--- src/hdl/efad_pkg.sv ---
// Shared types and constants for the encoder frame angle decoder.
// No dependencies; imported by every module of the block.
package efad_pkg;

  // Default longest frame that the byte position counter tracks
  localparam int unsigned MAX_FRAME_BYTES = 256;

  // Depth of the job queue between front and back (power of two)
  localparam int unsigned QUEUE_DEPTH = 4;
  localparam int unsigned QUEUE_AW    = $clog2(QUEUE_DEPTH);

  // 2*pi in unsigned Q8.24, truncated
  localparam logic [31:0] TWO_PI_Q8_24 = 32'h0648_7ED5;

  // Configuration register indexes
  localparam logic [2:0] REG_FIELD_OFFSET     = 3'd0;
  localparam logic [2:0] REG_FIELD_BYTE_COUNT = 3'd1;
  localparam logic [2:0] REG_FIELD_BIT_COUNT  = 3'd2;
  localparam logic [2:0] REG_BIG_ENDIAN       = 3'd3;
  localparam logic [2:0] REG_FULL_SCALE       = 3'd4;

  // Reset values of the configuration registers
  localparam logic [7:0]  RST_FIELD_OFFSET     = 8'd0;
  localparam logic [2:0]  RST_FIELD_BYTE_COUNT = 3'd2;
  localparam logic [5:0]  RST_FIELD_BIT_COUNT  = 6'd16;
  localparam logic        RST_BIG_ENDIAN       = 1'b0;
  localparam logic [31:0] RST_FULL_SCALE       = 32'd0;

  // One finished frame handed from front to back
  typedef struct packed {
    logic        err;        // bad configuration or short frame
    logic [5:0]  bit_count;  // shift amount, 1..32 when err is clear
    logic [31:0] raw;        // field value, already masked
    logic [31:0] scale;      // full scale, zero already replaced by 2*pi
  } job_t;

endpackage

--- src/hdl/efad_front.sv ---
// Front part: holds the configuration registers, accepts frame bytes,
// assembles the angle field and queues one job per frame. Uses efad_pkg.
module efad_front import efad_pkg::*; #(
  parameter int unsigned MaxFrameBytes = MAX_FRAME_BYTES
) (
  input  logic        clk_i,
  input  logic        rst_ni,
  input  logic        cfg_we_i,
  input  logic [2:0]  cfg_index_i,
  input  logic [31:0] cfg_data_i,
  input  logic        byte_valid_i,
  output logic        byte_ready_o,
  input  logic [7:0]  frame_byte_i,
  input  logic        last_byte_i,
  input  logic        queue_full_i,
  output logic        push_o,
  output job_t        job_o
);

  localparam int unsigned PosW = $clog2(MaxFrameBytes + 1);
  localparam int unsigned CmpW = (PosW > 8) ? PosW : 8;
  localparam logic [PosW-1:0] PosMax = PosW'(MaxFrameBytes);

  logic [7:0]  field_offset_q;
  logic [2:0]  field_byte_count_q;
  logic [5:0]  field_bit_count_q;
  logic        big_endian_q;
  logic [31:0] full_scale_q;

  logic [PosW-1:0] byte_position_q, byte_position_d;
  logic [31:0]     raw_q, raw_d;
  logic [2:0]      captured_q, captured_d;

  logic            accept;
  logic            count_ok, bits_ok;
  logic [CmpW-1:0] pos_ext, off_ext, idx;
  logic            take;
  logic [31:0]     le_byte;
  logic [31:0]     mask;
  logic [5:0]      mask_shift;

  // Configuration writes
  always_ff @(posedge clk_i or negedge rst_ni) begin
    if (!rst_ni) begin
      field_offset_q     <= RST_FIELD_OFFSET;
      field_byte_count_q <= RST_FIELD_BYTE_COUNT;
      field_bit_count_q  <= RST_FIELD_BIT_COUNT;
      big_endian_q       <= RST_BIG_ENDIAN;
      full_scale_q       <= RST_FULL_SCALE;
    end else if (cfg_we_i) begin
      case (cfg_index_i)
        REG_FIELD_OFFSET:     field_offset_q     <= cfg_data_i[7:0];
        REG_FIELD_BYTE_COUNT: field_byte_count_q <= cfg_data_i[2:0];
        REG_FIELD_BIT_COUNT:  field_bit_count_q  <= cfg_data_i[5:0];
        REG_BIG_ENDIAN:       big_endian_q       <= cfg_data_i[0];
        REG_FULL_SCALE:       full_scale_q       <= cfg_data_i;
        default: ;
      endcase
    end
  end

  assign byte_ready_o = !queue_full_i;
  assign accept       = byte_valid_i && byte_ready_o;

  assign count_ok = (field_byte_count_q >= 3'd1) && (field_byte_count_q <= 3'd4);
  assign bits_ok  = (field_bit_count_q >= 6'd1) && (field_bit_count_q <= 6'd32);

  // Locate the byte within the field
  assign pos_ext = CmpW'(byte_position_q);
  assign off_ext = CmpW'(field_offset_q);
  assign idx     = pos_ext - off_ext;
  assign take    = (byte_position_q < PosMax) && count_ok && (pos_ext >= off_ext)
                   && (idx < CmpW'(field_byte_count_q)) && (captured_q < 3'd4);
  assign le_byte = {24'd0, frame_byte_i} << {idx[1:0], 3'b000};

  // Assemble the field and advance the saturating position
  always_comb begin
    raw_d           = raw_q;
    captured_d      = captured_q;
    byte_position_d = byte_position_q;
    if (take) begin
      raw_d      = big_endian_q ? {raw_q[23:0], frame_byte_i} : (raw_q | le_byte);
      captured_d = captured_q + 3'd1;
    end
    if (byte_position_q < PosMax) begin
      byte_position_d = byte_position_q + PosW'(1);
    end
  end

  // Keep only the significant bits
  assign mask_shift = 6'd32 - field_bit_count_q;
  assign mask       = 32'hFFFF_FFFF >> mask_shift[4:0];

  // Build the job for the last byte of a frame
  always_comb begin
    job_o.err       = !count_ok || !bits_ok || (captured_d != field_byte_count_q);
    job_o.bit_count = field_bit_count_q;
    job_o.raw       = (field_bit_count_q >= 6'd32) ? raw_d : (raw_d & mask);
    job_o.scale     = (full_scale_q == 32'd0) ? TWO_PI_Q8_24 : full_scale_q;
  end

  assign push_o = accept && last_byte_i;

  // Frame state; clear after every result
  always_ff @(posedge clk_i or negedge rst_ni) begin
    if (!rst_ni) begin
      byte_position_q <= '0;
      raw_q           <= '0;
      captured_q      <= '0;
    end else if (accept) begin
      if (last_byte_i) begin
        byte_position_q <= '0;
        raw_q           <= '0;
        captured_q      <= '0;
      end else begin
        byte_position_q <= byte_position_d;
        raw_q           <= raw_d;
        captured_q      <= captured_d;
      end
    end
  end

endmodule

--- src/hdl/efad_queue.sv ---
// Short job queue between front and back of the angle decoder.
// Uses efad_pkg for the job type and depth.
module efad_queue import efad_pkg::*; (
  input  logic clk_i,
  input  logic rst_ni,
  input  logic push_i,
  input  job_t data_i,
  input  logic pop_i,
  output logic full_o,
  output logic empty_o,
  output job_t data_o
);

  job_t                mem_q [QUEUE_DEPTH];
  logic [QUEUE_AW-1:0] wr_ptr_q, rd_ptr_q;
  logic [QUEUE_AW:0]   count_q;
  logic                do_push, do_pop;

  assign full_o  = (count_q == (QUEUE_AW+1)'(QUEUE_DEPTH));
  assign empty_o = (count_q == '0);
  assign do_push = push_i && !full_o;
  assign do_pop  = pop_i && !empty_o;
  assign data_o  = mem_q[rd_ptr_q];

  // Store jobs
  always_ff @(posedge clk_i) begin
    if (do_push) begin
      mem_q[wr_ptr_q] <= data_i;
    end
  end

  // Advance pointers and fill count
  always_ff @(posedge clk_i or negedge rst_ni) begin
    if (!rst_ni) begin
      wr_ptr_q <= '0;
      rd_ptr_q <= '0;
      count_q  <= '0;
    end else begin
      if (do_push) wr_ptr_q <= wr_ptr_q + QUEUE_AW'(1);
      if (do_pop)  rd_ptr_q <= rd_ptr_q + QUEUE_AW'(1);
      case ({do_push, do_pop})
        2'b10:   count_q <= count_q + (QUEUE_AW+1)'(1);
        2'b01:   count_q <= count_q - (QUEUE_AW+1)'(1);
        default: ;
      endcase
    end
  end

endmodule

--- src/hdl/efad_back.sv ---
// Back part: multiplies the field by full scale, shifts by the bit count
// and holds the result for the output channel. Uses efad_pkg.
module efad_back import efad_pkg::*; (
  input  logic        clk_i,
  input  logic        rst_ni,
  input  logic        queue_empty_i,
  input  job_t        job_i,
  output logic        pop_o,
  output logic        result_valid_o,
  input  logic        result_ready_i,
  output logic [31:0] angle_o,
  output logic        status_o
);

  logic        mul_valid_q;
  logic [63:0] prod_q;
  logic [5:0]  bit_count_q;
  logic        err_q;

  logic        out_valid_q;
  logic [31:0] angle_q;
  logic        status_q;

  logic        out_advance, mul_advance;
  logic [63:0] shifted;

  assign out_advance = !out_valid_q || result_ready_i;
  assign mul_advance = !mul_valid_q || out_advance;
  assign pop_o       = !queue_empty_i && mul_advance;

  // Multiply stage
  always_ff @(posedge clk_i or negedge rst_ni) begin
    if (!rst_ni) begin
      mul_valid_q <= 1'b0;
    end else if (mul_advance) begin
      mul_valid_q <= pop_o;
    end
  end

  always_ff @(posedge clk_i) begin
    if (mul_advance && pop_o) begin
      prod_q      <= 64'(job_i.raw) * 64'(job_i.scale);
      bit_count_q <= job_i.bit_count;
      err_q       <= job_i.err;
    end
  end

  // Scale down by the bit count
  assign shifted = prod_q >> bit_count_q;

  // Output register
  always_ff @(posedge clk_i or negedge rst_ni) begin
    if (!rst_ni) begin
      out_valid_q <= 1'b0;
    end else if (out_advance) begin
      out_valid_q <= mul_valid_q;
    end
  end

  always_ff @(posedge clk_i) begin
    if (out_advance && mul_valid_q) begin
      angle_q  <= err_q ? 32'd0 : shifted[31:0];
      status_q <= err_q;
    end
  end

  assign result_valid_o = out_valid_q;
  assign angle_o        = angle_q;
  assign status_o       = status_q;

endmodule

--- src/hdl/encoder_frame_angle_decoder.sv ---
// Encoder frame angle decoder: takes one frame byte per cycle while the job queue is not full.
// A frame's result passes through the job queue entry, the registered
// multiply stage and the output register after its last byte is accepted.
// Results leave at up to one per cycle; the four-entry queue absorbs stalls.
// Reset clears frame state, queue and pipeline and restores register defaults.
module encoder_frame_angle_decoder import efad_pkg::*; #(
  parameter int unsigned MaxFrameBytes = MAX_FRAME_BYTES
) (
  input  logic        clk_i,
  input  logic        rst_ni,
  input  logic        cfg_we_i,
  input  logic [2:0]  cfg_index_i,
  input  logic [31:0] cfg_data_i,
  input  logic        s_axis_tvalid,
  output logic        s_axis_tready,
  input  logic [7:0]  s_axis_tdata,   // [7:0] frame_byte
  input  logic        s_axis_tlast,
  output logic        m_axis_tvalid,
  input  logic        m_axis_tready,
  output logic [31:0] m_axis_tdata,   // [31:0] angle
  output logic        m_axis_tuser    // [0] status
);

  logic push, pop, full, empty;
  job_t job_in, job_out;

  efad_front #(
    .MaxFrameBytes(MaxFrameBytes)
  ) u_front (
    .clk_i,
    .rst_ni,
    .cfg_we_i,
    .cfg_index_i,
    .cfg_data_i,
    .byte_valid_i (s_axis_tvalid),
    .byte_ready_o (s_axis_tready),
    .frame_byte_i (s_axis_tdata),
    .last_byte_i  (s_axis_tlast),
    .queue_full_i (full),
    .push_o       (push),
    .job_o        (job_in)
  );

  efad_queue u_queue (
    .clk_i,
    .rst_ni,
    .push_i  (push),
    .data_i  (job_in),
    .pop_i   (pop),
    .full_o  (full),
    .empty_o (empty),
    .data_o  (job_out)
  );

  efad_back u_back (
    .clk_i,
    .rst_ni,
    .queue_empty_i  (empty),
    .job_i          (job_out),
    .pop_o          (pop),
    .result_valid_o (m_axis_tvalid),
    .result_ready_i (m_axis_tready),
    .angle_o        (m_axis_tdata),
    .status_o       (m_axis_tuser)
  );

endmodule

--- config.mk ---
export PLATFORM = sky130hd
export DESIGN_NAME = encoder_frame_angle_decoder
export DESIGN_NICKNAME = d
export VERILOG_FILES = /design/src/hdl/efad_pkg.sv /design/src/hdl/efad_front.sv /design/src/hdl/efad_queue.sv /design/src/hdl/efad_back.sv /design/src/hdl/encoder_frame_angle_decoder.sv
export SDC_FILE = /design/constraint.sdc
export NUM_CORES = 2
export LEC_CHECK = 0
export BUFFER_PORTS_ARGS = -buffer_cell sky130_fd_sc_hd__clkbuf_2
export CORE_MARGIN = 2
export CORE_UTILIZATION = 59
export CTS_BUF_LIST = sky130_fd_sc_hd__clkbuf_4 sky130_fd_sc_hd__clkbuf_8
export CTS_CLUSTER_SIZE = 25
export DETAILED_ROUTE_END_ITERATION = 7
export PLACE_DENSITY = 0.79
export SLEW_MARGIN = 0
export SYNTH_ARGS = -nofsm -noshare
export SYNTH_HDL_FRONTEND = slang
export SYNTH_SLANG_ARGS = --single-unit
--- constraint.sdc ---
create_clock -name clk_i -period 8.8 [get_ports clk_i]
set_input_delay 1.76 -clock clk_i [delete_from_list [all_inputs] [get_ports clk_i]]
set_output_delay 1.76 -clock clk_i [all_outputs]
set_load 0.01 [all_outputs]
==> impl_metrics.csv <==
group,metric,value,unit
status,status,"complete, no violations",
timing,relSlewSlack,16.8,%
timing,fmax,0.117,GHz
global_route,antenna_found_initial,2,
detailed_routing,viasPerCell,5.92,
cells_and_area,area_growth,8.54,%
timing,period_share,97.2,%
worst_setup_path,worstPathArrival,9.00,ns
die,die_h,312,microns
detailed_routing,initialDrtViolationCount,3943,
cells_and_area,final_nets,6888,
detailed_routing,wl_met2,76.8,mm
worst_setup_path,cp_top_family,"adder cells",
die,floorplan.rows,112,
synthesis,ys_ff_latch,491,
timing,setup_viol,0,
clocking,clk_latency,0.75,ns
worst_setup_path,required,9.25,ns
cells_and_area,drive_gt1_share,11.8,%
min_path,hold_depth,1,
detailed_routing,wl_met1,59.2,mm
detailed_routing,vias,41400,
clocking,post-cts-setup-buffers,0,
global_route,grt_use_total,34.6,%
placed_design,gp_congestion,1.02,
timing,slew_viol_final,0,
synthesis,synthArstFlopShare,21.0,%
synthesis,yosysTopAreaCell,"fa_1",
clocking,cts_sinks,491,
detailed_routing,ant_nets,0,
synthesis,synth_edf_count,388,
worst_setup_path,crit_path_end_kind,"register",
global_route,grt_max_degree,75,
min_path,hold_end,"u_queue.count_q[0]",
timing,final_hold_viol_count,0,
synthesis,syn-cell-area,0.0559,sq mm
detailed_routing,wl_per_cell,23.6,microns
die,start_util,59.7,%
clocking,root_buffer,"clkbuf_8",
placed_design,port_buffers,83,
cells_and_area,num-fill-cells,7421,
synthesis,yosys_warnings,0,
worst_setup_path,reg2reg_from,"u_queue.rd_ptr_q[0]",
worst_setup_path,r2r_slack,0.25,ns
die,fp.dieArea,0.0972,sq mm
die,io_pins,84,
min_path,hp-start,"u_queue.count_q[0]",
synthesis,synth_nets,6843,
timing,setup_tns,0,ns
global_route,grt_pass1_wl,253,mm
detailed_routing,drt_drc_violations_left,0,
placed_design,dp_hpwl,130,mm
worst_setup_path,worstReg2RegEnd,"u_back.prod_q[58]",
synthesis,ys.flop_type,"edfxtp_1",
worst_setup_path,worstSetupPathType,"reg -> reg",
synthesis,synth_common_cells,"inv_1 (927), fa_1 (898), nor2_1 (755)",
worst_setup_path,startpoint_type,"register",
synthesis,ys_seq_area_share,25.5,%
detailed_routing,wl_met3,17.2,mm
clocking,cts-resized-gates,0,
min_path,min_path_type,"reg -> reg",
clocking,numCtsBuffers,81,
detailed_routing,finalWirelength,165,mm
detailed_routing,top_layer,"met4",
clocking,clk_pin_slew_worst_paths,0.06,ns
die,die_w,312,microns
worst_setup_path,critPathBufInv,7,
global_route,gr-total-overflow,0,
worst_setup_path,r2r_cells,28,
worst_setup_path,crit_fanout,31,
timing,finalClockSkew,0.0493,ns
timing,worst_pin_slew,1.24,ns
timing,min_period,8.55,ns
worst_setup_path,crit_top_cell,"fa_1",
clocking,ctsHoldBuffers,0,
run,maxCapViolCount,0,
global_route,grt_pass1_vias,43800,
synthesis,netlist-cell-type-count,79,
clocking,ctsLongestPathBuffers,3,
timing,grt_setup_unrepaired,"no",
clocking,htree_levels,3,
synthesis,synth_top_area_share,32.2,%
worst_setup_path,slowest_stage,"fa_1",
synthesis,syn-instance-count,5612,
clocking,cts_tree,"done",
synthesis,synth_area_leaders,"fa_1 (32%), edfxtp_1 (21%), ha_1 (6.4%)",
synthesis,yosysMostFrequentCell,"inv_1",
detailed_routing,dr.pass1.iters,7,
synthesis,postSynthAreaPerCell,9.95,sq um
die,coreArea,0.0936,sq mm
worst_setup_path,slowest_delay,0.56,ns
[area by class of cell]
class                           count  area [sq um]  share of cell area, %
Antenna cell                        6          15.0                 0.0248
Clock inverter                     29           244                  0.402
Sequential cell                   491         14200                   23.5
Tap cell                         1254          1570                   2.59
Multi-Input combinational cell   3862         37000                   61.1
Inverter                          928          3480                   5.75
Clock buffer                      119          1480                   2.44
Timing Repair Buffer              293          2570                   4.25
[cell usage in the layout (no fill, tap or decap), types with 46 or more instances in the layout]
| cell | synthesis | layout |
|---|---|---|
| fa_1 | 898 | 898 |
| inv_1 | 927 | 927 |
| mux2_2 | 106 | 106 |
| a21oi_1 | 152 | 149 |
| dfrtp_1 | 101 | 99 |
| mux2i_1 | 167 | 167 |
| buf_4 | 2 | 164 |
| a21o_1 | 49 | 49 |
| mux4_2 | 46 | 46 |
| buf_12 | 0 | 46 |
| o21ai_0 | 164 | 133 |
| clkbuf_8 | 0 | 94 |
| o21a_1 | 63 | 57 |
| xnor2_1 | 46 | 46 |
| ha_1 | 284 | 284 |
| nand2_1 | 675 | 675 |
| edfxtp_1 | 388 | 388 |
| clkbuf_2 | 0 | 82 |
| nor2_1 | 755 | 755 |
[flip-flops by register name, indices dropped and copies added, names as in the netlist, 3 cells and up]
signal / flops
u_queue.mem_q: 284
u_back.prod_q: 64
u_back.angle_o: 32
u_front.full_scale_q: 32
u_front.raw_q: 32
u_front.byte_position_q: 9
u_front.field_offset_q: 8
u_back.bit_count_q: 6
u_front.field_bit_count_q: 6
u_front.captured_q: 3
u_front.field_byte_count_q: 3
u_queue.count_q: 3
[stage by stage]
stage / setup WS (ns) / std cells / cell area (sq um) / utilization [%] / hold slack, ns
global route: 0.00508 / 6982 / 60600 / 64.8 / 0.533
detailed placement: 0.150 / 6828 / 58900 / 62.9 / 0.496
floorplan: 0.0225 / 5612 / 55900 / - / 0.459
global placement: 0.215 / 6828 / 58900 / 62.9 / 0.490
finish: 0.249 / 6982 / 60600 / 64.8 / 0.509
CTS: 0.151 / 6976 / 60600 / 64.7 / 0.509
[logic make-up after synthesis]
logic type,share of synthesized area [%]
simple gates,12.1
buf+inv,8.51
fa+ha+maj,38.5
compound gates,7.22
flops,25.5
mux,6.98
xor+xnor,1.18
[worst max path at each step]
stage	start	endpoint	depth (start not counted)
CTS	u_queue.rd_ptr_q[0]	u_back.prod_q[62]	27
finish	u_queue.rd_ptr_q[0]	u_back.prod_q[58]	28
global placement	u_queue.rd_ptr_q[0]	u_back.prod_q[55]	26
detailed placement	u_queue.rd_ptr_q[0]	u_back.prod_q[62]	27
global route	u_queue.rd_ptr_q[0]	u_back.prod_q[58]	26
floorplan	u_queue.rd_ptr_q[0]	u_back.prod_q[52]	32
[metal layers]
metal  track usage (%)  vias to the layer above
li1                  -                    17900
met1              42.9                    20700
met2              55.7                     2165
met3              8.19                      537
met4              20.3                        0
met5                 0                        -
Power is left out: the tool's default activity adds up to more than one toggle a clock period on the data nets, which glitch-free logic cannot reach.
